--- config.mk ---
export PLATFORM = sky130hd
export DESIGN_NAME = lsb_stego_extractor
export DESIGN_NICKNAME = d
export VERILOG_FILES = /design/src/rtl/lsbse_pkg.sv /design/src/rtl/lsb_stego_extractor.sv
export SDC_FILE = /design/constraint.sdc
export NUM_CORES = 1
export LEC_CHECK = 0
export ABC_AREA = 1
export BUFFER_PORTS_ARGS = -buffer_cell sky130_fd_sc_hd__buf_4
export CAP_MARGIN = 20
export CORE_ASPECT_RATIO = 0.8
export CORE_UTILIZATION = 61
export DETAILED_ROUTE_END_ITERATION = 6
export HOLD_SLACK_MARGIN = 0.15
export PLACE_DENSITY = 0.81
export SLEW_MARGIN = 20
export SYNTH_ARGS = -nofsm -noshare
export SYNTH_HDL_FRONTEND = slang
export SYNTH_SLANG_ARGS = --single-unit
--- constraint.sdc ---
create_clock -name clock -period 2.9 [get_ports clock]
set_input_delay 0.435 -clock clock [delete_from_list [all_inputs] [get_ports clock]]
set_output_delay 0.435 -clock clock [all_outputs]
set_load 0.02 [all_outputs]
--- src/rtl/lsbse_pkg.sv ---
package lsbse_pkg;

   localparam int IV_BYTES    = 16;
   localparam int SALT_BYTES  = 16;
   localparam int BLOCK_BYTES = 16;

   localparam int BLK_W = (BLOCK_BYTES > 1) ? $clog2(BLOCK_BYTES) : 1;

   localparam logic [31:0] MAGIC_RESET = 32'h0BAD_FACE;

   typedef enum logic [2:0] {
      PH_MAGIC   = 3'd0,
      PH_FLAGS   = 3'd1,
      PH_CYCLES  = 3'd2,
      PH_IV      = 3'd3,
      PH_SALT    = 3'd4,
      PH_LENGTH  = 3'd5,
      PH_CONTENT = 3'd6
   } phase_type;

   typedef enum logic [1:0] {
      ST_OK       = 2'd0,
      ST_MISMATCH = 2'd1,
      ST_RAN_OUT  = 2'd2
   } status_type;

   // index of the final byte of each header field
   function automatic logic [4:0] field_last_idx(input phase_type p);
      logic [4:0] r;
      unique case (p)
         PH_MAGIC:  r = 5'd3;
         PH_FLAGS:  r = 5'd3;
         PH_CYCLES: r = 5'd1;
         PH_IV:     r = 5'(IV_BYTES - 1);
         PH_SALT:   r = 5'(SALT_BYTES - 1);
         default:   r = 5'd7;
      endcase
      return r;
   endfunction

endpackage

--- src/rtl/lsb_stego_extractor.sv ---
// Two-bit LSB steganography extractor. Each cover byte (req_kind = 0) gives its low two
// bits, most significant pair first; every fourth cover byte completes one hidden byte,
// which is returned as one response tagged with its header field and byte index, or as
// content with padding and last marks. A magic mismatch, the end of the message or a
// final cover byte that leaves the message unfinished stops the parser until a restart
// request (req_kind = 1), which produces no response. While req_stall is low a request
// is taken every cycle: all parsing is one pass of logic from the parse state into a
// response register, backed by one skid entry; req_stall rises only while that skid
// entry is occupied. Write csr_magic_word only while the block is idle.
module lsb_stego_extractor (
   input  logic        clock,
   input  logic        reset,
   input  logic        req_valid,
   output logic        req_stall,
   input  logic        req_kind,
   input  logic [7:0]  req_cover_byte,
   input  logic        req_final_cover,
   output logic        rsp_valid,
   input  logic        rsp_stall,
   output logic [7:0]  rsp_value,
   output logic [2:0]  rsp_field,
   output logic [4:0]  rsp_header_index,
   output logic        rsp_padding,
   output logic        rsp_last,
   output logic [1:0]  rsp_status,
   input  logic        csr_valid,
   output logic        csr_ready,
   input  logic [31:0] csr_magic_word
);

   typedef struct packed {
      logic [7:0] value;
      logic [2:0] field;
      logic [4:0] header_index;
      logic       padding;
      logic       last;
      logic [1:0] status;
   } res_type;

   logic [31:0]               magic_ff;
   logic [5:0]                acc_ff, acc_in;
   logic [1:0]                pair_ff, pair_in;
   lsbse_pkg::phase_type      phase_ff, phase_in;
   logic [4:0]                fbc_ff, fbc_in;
   logic                      match_ff, match_in;
   logic [63:0]               len_ff, len_in;
   logic [63:0]               remain_ff, remain_in;
   logic [lsbse_pkg::BLK_W-1:0] blk_ff, blk_in;
   logic                      stopped_ff, stopped_in;

   res_type                   main_ff, skid_ff, res;
   logic                      main_valid_ff, skid_valid_ff;

   logic                      accept, have, produce, pop;
   logic [7:0]                byte_v, magic_byte;
   logic                      match_now, pad, reached, blk_end;

   assign accept    = req_valid && !req_stall;
   assign req_stall = skid_valid_ff;
   assign pop       = main_valid_ff && !rsp_stall;
   assign produce   = accept && have;
   assign csr_ready = 1'b1;

   assign byte_v  = {acc_ff, req_cover_byte[1:0]};
   assign blk_end = (blk_ff == lsbse_pkg::BLK_W'(lsbse_pkg::BLOCK_BYTES - 1));

   always_comb begin
      case (fbc_ff[1:0])
         2'd0:    magic_byte = magic_ff[31:24];
         2'd1:    magic_byte = magic_ff[23:16];
         2'd2:    magic_byte = magic_ff[15:8];
         default: magic_byte = magic_ff[7:0];
      endcase
   end

   always_comb begin
      acc_in     = acc_ff;
      pair_in    = pair_ff;
      phase_in   = phase_ff;
      fbc_in     = fbc_ff;
      match_in   = match_ff;
      len_in     = len_ff;
      remain_in  = remain_ff;
      blk_in     = blk_ff;
      stopped_in = stopped_ff;
      have       = 1'b0;
      res        = '0;
      match_now  = match_ff && (byte_v == magic_byte);
      pad        = (remain_ff == 64'd0);
      reached    = (remain_ff[63:1] == 63'd0);
      if (accept) begin
         if (req_kind) begin
            acc_in     = '0;
            pair_in    = '0;
            phase_in   = lsbse_pkg::PH_MAGIC;
            fbc_in     = '0;
            match_in   = 1'b1;
            len_in     = '0;
            remain_in  = '0;
            blk_in     = '0;
            stopped_in = 1'b0;
         end else if (!stopped_ff) begin
            if (pair_ff != 2'd3) begin
               acc_in  = {acc_ff[3:0], req_cover_byte[1:0]};
               pair_in = pair_ff + 2'd1;
            end else begin
               acc_in    = '0;
               pair_in   = '0;
               have      = 1'b1;
               res.value = byte_v;
               res.field = phase_ff;
               if (phase_ff != lsbse_pkg::PH_CONTENT) begin
                  res.header_index = fbc_ff;
                  if (phase_ff == lsbse_pkg::PH_MAGIC) begin
                     match_in = match_now;
                  end
                  if (phase_ff == lsbse_pkg::PH_LENGTH) begin
                     len_in = {len_ff[55:0], byte_v};
                  end
                  if (fbc_ff == lsbse_pkg::field_last_idx(phase_ff)) begin
                     fbc_in = '0;
                     if (phase_ff == lsbse_pkg::PH_MAGIC && !match_now) begin
                        res.status = lsbse_pkg::ST_MISMATCH;
                        stopped_in = 1'b1;
                     end else if (phase_ff == lsbse_pkg::PH_LENGTH) begin
                        phase_in  = lsbse_pkg::PH_CONTENT;
                        remain_in = {len_ff[55:0], byte_v};
                        blk_in    = '0;
                        // empty message ends on the last length byte
                        if ({len_ff[55:0], byte_v} == 64'd0) begin
                           res.last   = 1'b1;
                           stopped_in = 1'b1;
                        end
                     end else begin
                        phase_in = lsbse_pkg::phase_type'(phase_ff + 3'd1);
                     end
                  end else begin
                     fbc_in = fbc_ff + 5'd1;
                  end
               end else begin
                  res.padding = pad;
                  // stop at the first block boundary at or past the stated length
                  if (reached && blk_end) begin
                     res.last   = 1'b1;
                     stopped_in = 1'b1;
                  end
                  remain_in = pad ? 64'd0 : remain_ff - 64'd1;
                  blk_in    = blk_end ? '0 : blk_ff + lsbse_pkg::BLK_W'(1);
               end
            end
            if (req_final_cover && !stopped_in) begin
               stopped_in = 1'b1;
               res.status = lsbse_pkg::ST_RAN_OUT;
               if (!have) begin
                  have      = 1'b1;
                  res.value = 8'd0;
                  res.field = phase_in;
                  res.header_index = (phase_in != lsbse_pkg::PH_CONTENT) ? fbc_in : 5'd0;
               end
            end
         end
      end
   end

   always_ff @(posedge clock) begin
      if (reset) begin
         magic_ff      <= lsbse_pkg::MAGIC_RESET;
         acc_ff        <= '0;
         pair_ff       <= '0;
         phase_ff      <= lsbse_pkg::PH_MAGIC;
         fbc_ff        <= '0;
         match_ff      <= 1'b1;
         len_ff        <= '0;
         remain_ff     <= '0;
         blk_ff        <= '0;
         stopped_ff    <= 1'b0;
         main_valid_ff <= 1'b0;
         skid_valid_ff <= 1'b0;
      end else begin
         if (csr_valid && csr_ready) begin
            magic_ff <= csr_magic_word;
         end
         acc_ff     <= acc_in;
         pair_ff    <= pair_in;
         phase_ff   <= phase_in;
         fbc_ff     <= fbc_in;
         match_ff   <= match_in;
         len_ff     <= len_in;
         remain_ff  <= remain_in;
         blk_ff     <= blk_in;
         stopped_ff <= stopped_in;
         if (skid_valid_ff) begin
            // drain the skid entry into the output register
            if (pop) begin
               skid_valid_ff <= 1'b0;
            end
         end else if (produce) begin
            if (!main_valid_ff || pop) begin
               main_valid_ff <= 1'b1;
            end else begin
               skid_valid_ff <= 1'b1;
            end
         end else if (pop) begin
            main_valid_ff <= 1'b0;
         end
      end
   end

   always_ff @(posedge clock) begin
      if (skid_valid_ff) begin
         if (pop) begin
            main_ff <= skid_ff;
         end
      end else if (produce) begin
         if (!main_valid_ff || pop) begin
            main_ff <= res;
         end else begin
            skid_ff <= res;
         end
      end
   end

   assign rsp_valid        = main_valid_ff;
   assign rsp_value        = main_ff.value;
   assign rsp_field        = main_ff.field;
   assign rsp_header_index = main_ff.header_index;
   assign rsp_padding      = main_ff.padding;
   assign rsp_last         = main_ff.last;
   assign rsp_status       = main_ff.status;

   a_skid_behind_main: assert property (@(posedge clock) disable iff (reset)
      skid_valid_ff |-> main_valid_ff)
      else $error("skid entry occupied while output register is empty");

   a_stopped_silent: assert property (@(posedge clock) disable iff (reset)
      (accept && !req_kind && stopped_ff) |-> !have)
      else $error("response produced while parser is stopped");

   a_last_stops: assert property (@(posedge clock) disable iff (reset)
      (produce && res.last) |=> stopped_ff)
      else $error("parser kept running after the last byte");

   a_mismatch_in_magic: assert property (@(posedge clock) disable iff (reset)
      (main_valid_ff && main_ff.status == lsbse_pkg::ST_MISMATCH)
      |-> (main_ff.field == lsbse_pkg::PH_MAGIC && !main_ff.last))
      else $error("magic mismatch reported outside the magic field");

   a_content_index_zero: assert property (@(posedge clock) disable iff (reset)
      (main_valid_ff && main_ff.field == lsbse_pkg::PH_CONTENT)
      |-> (main_ff.header_index == 5'd0))
      else $error("content response carries a header index");

endmodule

# Word level (Yosys, flattened, before mapping)
# Cells that the tools add are included.
classes:
  n_addsub: 5
  eq_ne: 20
  n_mux: 100
  n_bitwise: 2
  n_reduce_logical: 33
op_table:
  columns: ["operator", "count"]
  rows:
  - ["$mux 64", 8]
  - ["$mux 56", 4]
  - ["$mux 20", 8]
  - ["$logic_not 64->1", 2]
  - ["$sub 64x1->64 const B", 1]
  - ["$logic_not 63->1", 1]
  - ["$mux 5", 12]
  - ["$mux 1", 37]
  - ["$mux 3", 11]
  - ["$mux 16", 2]
  - ["$mux 4", 8]
  - ["$pmux 8 s3", 1]
  - ["$mux 6", 3]
  - ["$pmux 4 s3", 1]
  - ["$reduce_bool 2->1", 6]
  - ["$mux 2", 5]
  - ["$reduce_and 5->1", 2]
  - ["$ne 3x3->1 const B", 3]
  - ["$reduce_and 3->1", 3]
  - ["$eq 8x8->1", 1]
  - ["$logic_and 1x1->1", 7]
  - ["$eq 3x2->1 const B", 2]
  - ["$eq 3x3->1 const B", 2]
  - ["$ne 2x2->1 const B", 3]
  - ["other kinds (19)", 27]
word_totals:
  reg_bits: 216
  output_inout_bits: 23
  wordCells: 184

# Depth between registers and ports, before layout
# Gate-level depths: netlist of run 1.
logic_depth:
  ltp_word: 25
  mapped_depth: 22
  ltp_nobuf: 21

# Worst setup path before layout of run 1
# OpenSTA, ideal clock, no wires.
synth_path:
  path_kind: "register to register"
  from: "register skid_valid_ff (netlist: req_stall)"
  to: "register main_ff (netlist bit rsp_field[0]), enable pin"
  t_arrival_ns: 2.304
  path_slack_ns: 0.192
  stages_incl_launch_ff: 9
  n_path_buf: 0
  synth_period_minus_slack_ns: 2.708
  path_cell_list: "dfxtp_1 > inv_1 > nand2_1 > nor2_1 > inv_1 > nor2_1 > o21ai_1 > o21a_1 > a21oi_1"
synth_via:
  elab_chain_len: 6
synth_lines:
  columns: ["item", "line_no", "text"]
  rows:
  - ["start: declaration", "lsb_stego_extractor.sv:52", "logic main_valid_ff, skid_valid_ff;"]
  - ["start signal: assignment", "lsb_stego_extractor.sv:178", "skid_valid_ff <= 1'b0;"]
  - ["start signal: assignment", "lsb_stego_extractor.sv:195", "skid_valid_ff <= 1'b0;"]
  - ["start signal: assignment", "lsb_stego_extractor.sv:201", "skid_valid_ff <= 1'b1;"]
  - ["$logic_not 1->1", "lsb_stego_extractor.sv:58", "assign accept = req_valid && !req_stall;"]
  - ["$logic_and 1x1->1", "lsb_stego_extractor.sv:58", null]
  - ["$mux 1", "lsb_stego_extractor.sv:91", "if (accept) begin"]
  - ["$logic_and 1x1->1", "lsb_stego_extractor.sv:61", "assign produce = accept && have;"]
  - ["$reduce_bool 2->1 (no line)", null, null]
  - ["$reduce_and 3->1 (no line) *", null, null]
  - ["end signal: assignment", "lsb_stego_extractor.sv:212", "main_ff <= skid_ff;"]
  - ["end signal: assignment", "lsb_stego_extractor.sv:216", "main_ff <= res;"]
  - ["end: declaration", "lsb_stego_extractor.sv:51", "res_type main_ff, skid_ff, res;"]
# Every way passes the cells marked *; elsewhere a longest branch is shown, timed or not.
# A chain may end at the register's enable or synchronous reset.

# Worst setup path after layout of run 1
layout_path:
  from: "register phase_ff[1]"
  to: "register main_ff (netlist bit rsp_header_index[0]), data pin"
layout_via:
  elab_chain_len: 25
layout_lines:
  columns: ["item", "line_no", "text"]
  rows:
  - ["start: declaration", "lsb_stego_extractor.sv:43", "lsbse_pkg::phase_type phase_ff, phase_in;"]
  - ["start signal: assignment", "lsb_stego_extractor.sv:170", "phase_ff <= lsbse_pkg::PH_MAGIC;"]
  - ["start signal: assignment", "lsb_stego_extractor.sv:185", "phase_ff <= phase_in;"]
  - ["$eq 3x3->1 (tied with other cells)", "lsbse_pkg.sv:30", "unique case (p)"]
  - ["$reduce_or 2->1 (no line)", null, null]
  - ["$pmux 4 s3", "lsbse_pkg.sv:30", null]
  - ["$mux 5", "lsb_stego_extractor.sv:112", "if (phase_ff != lsbse_pkg::PH_CONTENT) begin"]
  - ["$mux 5", "lsb_stego_extractor.sv:103", "if (pair_ff != 2'd3) begin"]
  - ["$mux 5", "lsb_stego_extractor.sv:102", "end else if (!stopped_ff) begin"]
  - ["$mux 5", "lsb_stego_extractor.sv:92", "if (req_kind) begin"]
  - ["$mux 5", "lsb_stego_extractor.sv:91", null]
  - ["(+9 left out)", null, null]
  - ["$mux 16", "lsb_stego_extractor.sv:154", "if (!have) begin"]
  - ["$mux 16 *", "lsb_stego_extractor.sv:151", "if (req_final_cover && !stopped_in) begin"]
  - ["$mux 20 *", "lsb_stego_extractor.sv:102", null]
  - ["$mux 20 *", "lsb_stego_extractor.sv:92", null]
  - ["$mux 20 *", "lsb_stego_extractor.sv:91", null]
  - ["$mux 20 *", "lsb_stego_extractor.sv:215", "if (!main_valid_ff || pop) begin"]
  - ["$mux 20 *", "lsb_stego_extractor.sv:214", "end else if (produce) begin"]
  - ["$mux 20 *", "lsb_stego_extractor.sv:210", "if (skid_valid_ff) begin"]
# Every way passes the cells marked *; elsewhere a longest branch is shown, timed or not. The select of a mux whose other input is x is not followed.

==> impl_metrics.tcl, run 1 <==
set metrics [dict create \
    final.setup.worst_slack_ns 0.125 \
    timing.setup.tns_ns 0 \
    row_count 44 \
    finClkSkew_ns 0.0131 \
    worstHoldPathType "primary input to flop" \
    crit_chain "inv_1 -> buf_4 -> ha_1 -> inv_1 -> o21a_4 -> xor2_2 -> nand3_2 -> nor3_4 -> nand2_2 -> inv_1 -> nand2_1 -> o21ai_0 -> nand3_1 -> nand2_1 -> nand2_2 -> nand3_1 -> nand2_1" \
    net_switching_power_mw 2.14 \
    timing.final.crit_period_ns 2.78 \
    synth.lib_cells_used.distinct 52 \
    finalWeightedCongestion 0.976 \
    clockBufferDepth 3 \
    internal_power_mw 5.49 \
    synth_area_per_cell_um2 7.24 \
    yosys_warnings 0 \
    vias 11399 \
    mappedNetlistArea_um2 11500 \
    power_frac_seq 0.432 \
    clock_tree_from_tritoncts "yes" \
    seq_area_um2 4730 \
    io_buffers 62 \
    post_route_cells_drive_above_1_share 0.127 \
    timing_max_transition_violations_final 0 \
    timing.max_slew.rel_slack 0.392 \
    clock.fmax_ghz 0.360 \
    antenna_found_initial 0 \
    comb_power_share 0.156 \
    final_min_period_over_clock_period 0.957 \
    track_usage 0.348 \
    wl_um 33900 \
    synth-seq-area-share 0.410 \
    die_x_um 156 \
    n_fill_cell 1410 \
    count_of_flip_flops_with_a_built_in_enable_after_synthesis 40 \
    power_switching_share 0.281 \
    avgRoutedWirePerCell_um 17.5 \
    nets 1730 \
    post_synth_main_area_contributors "dfxtp_1 31%, edfxtp_1 10%, nand2_1 9.7%" \
    critical_path_arrival_ns 3.05 \
    clkTransAtPathRegs_ns 0.06 \
    drc_errors 0 \
    synth_fp_nets 1650 \
    critical_path.slowest_cell "dfxtp_1" \
    core_region_area_um2 18300 \
    start_kind "flop" \
    leakagePower_nw 5.70 \
    clock-sinks 216 \
    path_class "flop to flop" \
    cts-buffers-inserted 23 \
    design_power_total_mw 7.63 \
    final_hold_viol_count 0 \
    die_height_um 125 \
    antenna_cells 0 \
    antenna_violating_nets_post_route 0 \
    syn_inst 1592 \
    synth-main-ff-cell "dfxtp_1" \
    critical_path.endpoint_type "flop" \
    initial_core_utilization 0.628 \
    worstPathMaxFanout 5 \
    worstSkewPairLatency_ns 0.52 \
    area_growth_pct 17.3 \
    detailedPlace.worstSlack_ns 0.136 \
    initialDrtViolationCount 1439 \
    ir_drop_mv 0.521 \
    power.density_nw_per_um2 565 \
    io-pin-count 70 \
    drt-pass1-iter-count 6 \
    dp_hpwl_um 23500 \
    clockPowerShare 0.412 \
    setup-violations-final 0 \
    cpPeakStageDelay_ns 0.39 \
    detailed_place.area_um2 12300 \
    async_reset_ff_frac 0 \
    yosys_register_bits 216 \
    multiInputGateArea_um2 5850 \
    finalInstanceArea_um2 13500 \
    worst_slew_pin_slew_ns 0.911 \
    grt_max_degree 56 \
    grt_pass1_wl_um 54200 \
    grt_pass1_vias 10435 \
    cap_violations 0 \
    run_status "finished, final reports clean" \
    htree_levels 1 \
    crit_required_ns 3.18 \
    commonest_non_fill_non_tap_cells_in_the_layout "296 x nand2_1, 248 x nor2_1, 174 x dfxtp_1, 155 x inv_1, 128 x a21oi_1" \
    overflow 0 \
    synth_largest_area_cell "dfxtp_1" \
    layout.cells.most_common "nand2_1" \
    die_area_um2 19400 \
    drt-vias-per-instance 5.88 \
    cell_chosen_for_the_clock_root "clkbuf_16" \
    synth_top_area_share 0.306 \
]
==> cells in the mapped netlist (all sizes together) (5+ instances only) <==
master,count
nor4,15
nand2,307
dfxtp,176
o22ai,31
nand4,19
inv,165
nor3,32
xor2,57
a211oi,71
nor2,254
o21ai,91
edfxtp,40
a21oi,131
clkbuf,51
buf,30
ha,11
or2,5
nand3,84
==> metrics by stage <==
stage,std cells,util,hold slack (ns)
floorplan,1592,-,0.421
detailed placement,1874,0.672,0.442
CTS,1936,0.728,0.152
finish,1940,0.737,0.149
global route,1940,0.737,0.170
global placement,1874,0.672,0.440
==> critical path, delay by kind of cell, from the launching register on <==
kind	cells	cell delay [ns]
AO/OA/AOI/OAI	2	0.28
flip-flops	1	0.39
adder cells (fa/ha/maj)	1	0.18
XOR/XNOR	1	0.15
AND/OR/NAND/NOR	9	1.01
buffers and inverters	4	0.51
==> state kept, by name, indices dropped and copies added (netlist names), 2 cells and up <==
| register | flops |
|---|---|
| remain_ff | 64 |
| len_ff | 56 |
| magic_ff | 32 |
| skid_ff | 20 |
| rsp_value | 8 |
| acc_ff | 6 |
| fbc_ff | 5 |
| rsp_header_index | 5 |
| blk_ff | 4 |
| phase_ff | 3 |
| rsp_field | 3 |
| pair_ff | 2 |
| rsp_status | 2 |
==> cell type report <==
cell class	count	share of cell area
timing repair buffer	136	0.0878
sequential	216	0.350
clock buffer	28	0.0462
multi-input combinational	1128	0.433
inverter	167	0.0468
clock inverter	12	0.0132
tap	253	0.0234
==> path summary, 6_finish.rpt <==
path	slack, ns	cells past startpoint	start	to
worst min register to register	0.46	2	magic_ff[2]$_SDFFE_PP1P_	magic_ff[2]$_SDFFE_PP1P_
worst min-delay path	0.15	3	csr_magic_word[20]	magic_ff[20]$_SDFFE_PP0P_
worst max register to register	0.12	17	phase_ff[1]$_SDFFE_PP0P_	rsp_header_index[0]$_DFFE_PP_
worst max-delay path	0.12	17	phase_ff[1]$_SDFFE_PP0P_	rsp_header_index[0]$_DFFE_PP_
==> metal layers <==
metal	wire [um]	vias to the layer above	track usage
met3	3560	76	0.0553
li1	-	5427	-
met4	786	0	0.0779
met2	14400	610	0.521
met5	0	-	0
met1	15100	5286	0.524
==> power by group through the flow <==
| stage | Clock (mW) | Combinational, mW | Sequential (mW) |
|---|---|---|---|
| after CTS | 3.16 | 1.15 | 3.29 |
| final | 3.15 | 1.19 | 3.29 |
| after global routing | 3.27 | 1.31 | 3.30 |
| after detailed placement | 0 | 1.11 | 3.35 |
| after floorplan | 0 | 0.786 | 3.32 |
| after global placement | 0 | 1.09 | 3.35 |
==> logic make-up after synthesis <==
kind of cell    share of synthesized area
xor+xnor                           0.0455
other cells                      0.000326
flops                               0.410
simple gates                        0.266
fa+ha+maj                          0.0119
compound gates                      0.175
buf+inv                            0.0908
==> timing repair <==
action	in CTS	in global routing
hold buffers	22	1
buffers inserted	0	2
gates resized for setup	0	26
endpoints found under the hold margin	24	1
setup endpoints to repair	0	80
Note: power is estimated with default switching activity, not from simulation.
==> run 2, diff against run 1 <==
RECOVER_POWER = 25   (was default)
==> run 2 against run 1 <==
- critical path depth unchanged
- die area unchanged
- cell count unchanged
- clock power about the same
- cell area down 0.70%
- highest routed layer unchanged
- clock skew up 0.00091 ns
==> impl_metrics.tcl, run 2 (synthesis results as in run 1) <==
set metrics [dict create \
    drc_errors 0 \
    detailed_place.area_um2 12300 \
    run_status "finished, final reports clean" \
    die_x_um 156 \
    registers.top_by_ff_count "remain_ff" \
    comb_power_share 0.155 \
    critical_path_arrival_ns 3.03 \
    htree_levels 1 \
    dp_hpwl_um 23500 \
    io-pin-count 70 \
    clock.fmax_ghz 0.362 \
    number_of_flip_flops_in_the_largest_register 64 \
    grt_max_degree 56 \
    die_height_um 125 \
    area_growth_pct 16.5 \
    path_class "flop to flop" \
    die_area_um2 19400 \
    finalInstanceArea_um2 13400 \
    net_switching_power_mw 2.15 \
    final_core_utilization 0.732 \
    antenna_violating_nets_post_route 0 \
    antenna_cells 0 \
    worstHoldPathType "primary input to flop" \
    clockPowerShare 0.413 \
    nets 1730 \
    worst_slew_pin_slew_ns 1.14 \
    layout.cells.most_common "nand2_1" \
    core_region_area_um2 18300 \
    power_switching_share 0.281 \
    setup-violations-final 0 \
    cts-buffers-inserted 23 \
    drt-pass1-iter-count 6 \
    worstPathMaxFanout 5 \
    io_buffers 62 \
    power.density_nw_per_um2 569 \
    critical_path.endpoint_type "flop" \
    power_frac_seq 0.432 \
    row_count 44 \
    avgRoutedWirePerCell_um 17.5 \
    internal_power_mw 5.48 \
    final_min_period_over_clock_period 0.952 \
    timing_max_transition_violations_final 0 \
    start_kind "flop" \
    timing.final.crit_period_ns 2.76 \
    clock-sinks 216 \
    worstSkewPairLatency_ns 0.52 \
    wl_um 33900 \
    track_usage 0.348 \
    post_route_cells_drive_above_1_share 0.111 \
    clock_tree_from_tritoncts "yes" \
    antenna_found_initial 0 \
    crit_required_ns 3.17 \
    grt_pass1_vias 10435 \
    worst-r2r-setup-slack_ns 0.14 \
    initialDrtViolationCount 1328 \
    leakagePower_nw 5.60 \
    overflow 0 \
    cell_chosen_for_the_clock_root "clkbuf_16" \
    initial_core_utilization 0.628 \
    finalWeightedCongestion 0.976 \
    largestRegisters "remain_ff x64, len_ff x56, magic_ff x32" \
    clkTransAtPathRegs_ns 0.06 \
    cap_violations 0 \
    timing.max_slew.rel_slack 0.241 \
    drt-vias-per-instance 5.88 \
    grt_pass1_wl_um 54200 \
    commonest_non_fill_non_tap_cells_in_the_layout "296 x nand2_1, 248 x nor2_1, 174 x dfxtp_1, 156 x inv_1, 128 x a21oi_1" \
    clockBufferDepth 3 \
    vias 11416 \
    finClkSkew_ns 0.0140 \
    final_hold_viol_count 0 \
    ir_drop_mv 0.521 \
]
[run 2: cell types whose count changed in the layout (fill, tap and decap cells not counted), sizes merged]
cell | before | now
clkbuf | 29 | 54
buf | 112 | 87
[run 2: timing repair]
| item | CTS | global route |
|---|---|---|
| endpoints found under the hold margin | 24 | 1 |
| hold buffers | 22 | 1 |
| setup endpoints to repair | 0 | 80 |
| resized for setup | 0 | 26 |
| setup buffers | 0 | 2 |
[run 2: per-stage QoR]
| step | TNS, ns | power, mW | instances | hold WS (ns) | setup slack [ns] |
|---|---|---|---|---|---|
| 5_1_grt | -0.328 | 7.88 | 1940 | 0.170 | -0.0484 |
| 2_1_floorplan | 0 | 4.11 | 1592 | 0.421 | 0.192 |
| 6_report | 0 | 7.63 | 1940 | 0.151 | 0.138 |
| 3_3_place_gp | 0 | 4.44 | 1874 | 0.440 | 0.186 |
| 4_1_cts | 0 | 7.59 | 1936 | 0.152 | 0.0340 |
| 3_5_place_dp | 0 | 4.46 | 1874 | 0.442 | 0.136 |
[run 2: power groups by stage]
| stage | Combinational, mW | Clock, mW | Sequential [mW] |
|---|---|---|---|
| after global placement | 1.09 | 0 | 3.35 |
| after detailed placement | 1.11 | 0 | 3.35 |
| after floorplan | 0.786 | 0 | 3.32 |
| final | 1.18 | 3.15 | 3.29 |
| after CTS | 1.15 | 3.16 | 3.29 |
| after global routing | 1.30 | 3.27 | 3.30 |
[run 2: routing by layer]
layer,vias to the layer above,global-route usage,wire length [um]
li1,5431,-,-
met2,637,0.521,14500
met1,5284,0.524,15000
met5,-,0,0
met3,64,0.0553,3740
met4,0,0.0779,716
[run 2: path summary, 6_finish.rpt]
| path | from | to | cells past startpoint |
|---|---|---|---|
| max | phase_ff[1]$_SDFFE_PP0P_ | rsp_header_index[0]$_DFFE_PP_ | 17 |
| min | csr_magic_word[20] | magic_ff[20]$_SDFFE_PP0P_ | 3 |
| max reg2reg | phase_ff[1]$_SDFFE_PP0P_ | rsp_header_index[0]$_DFFE_PP_ | 17 |
| min reg2reg | magic_ff[12]$_SDFFE_PP1P_ | magic_ff[12]$_SDFFE_PP1P_ | 2 |
[run 2: worst max-delay path, cell delays in order, from the launching register on]
cell and delay (ns):
dfxtp_1 0.39, inv_1 0.09, buf_4 0.16, ha_1 0.18
inv_1 0.14, o21a_4 0.17, xor2_2 0.15, nand3_2 0.10
nor3_4 0.21, nand2_2 0.14, inv_1 0.13, nand2_1 0.05
o21ai_0 0.10, nand3_1 0.15, nand2_1 0.09, nand2_2 0.08
nand3_1 0.11, nand2_1 0.06
[run 2: layout make-up]
cell class                 instances  area, um^2
sequential                       216        4730
tap                              253         317
inverter                         167         632
multi-input combinational       1128        5850
clock inverter                    12         179
clock buffer                      28         624
timing repair buffer             136        1090
fill                            1434        4920
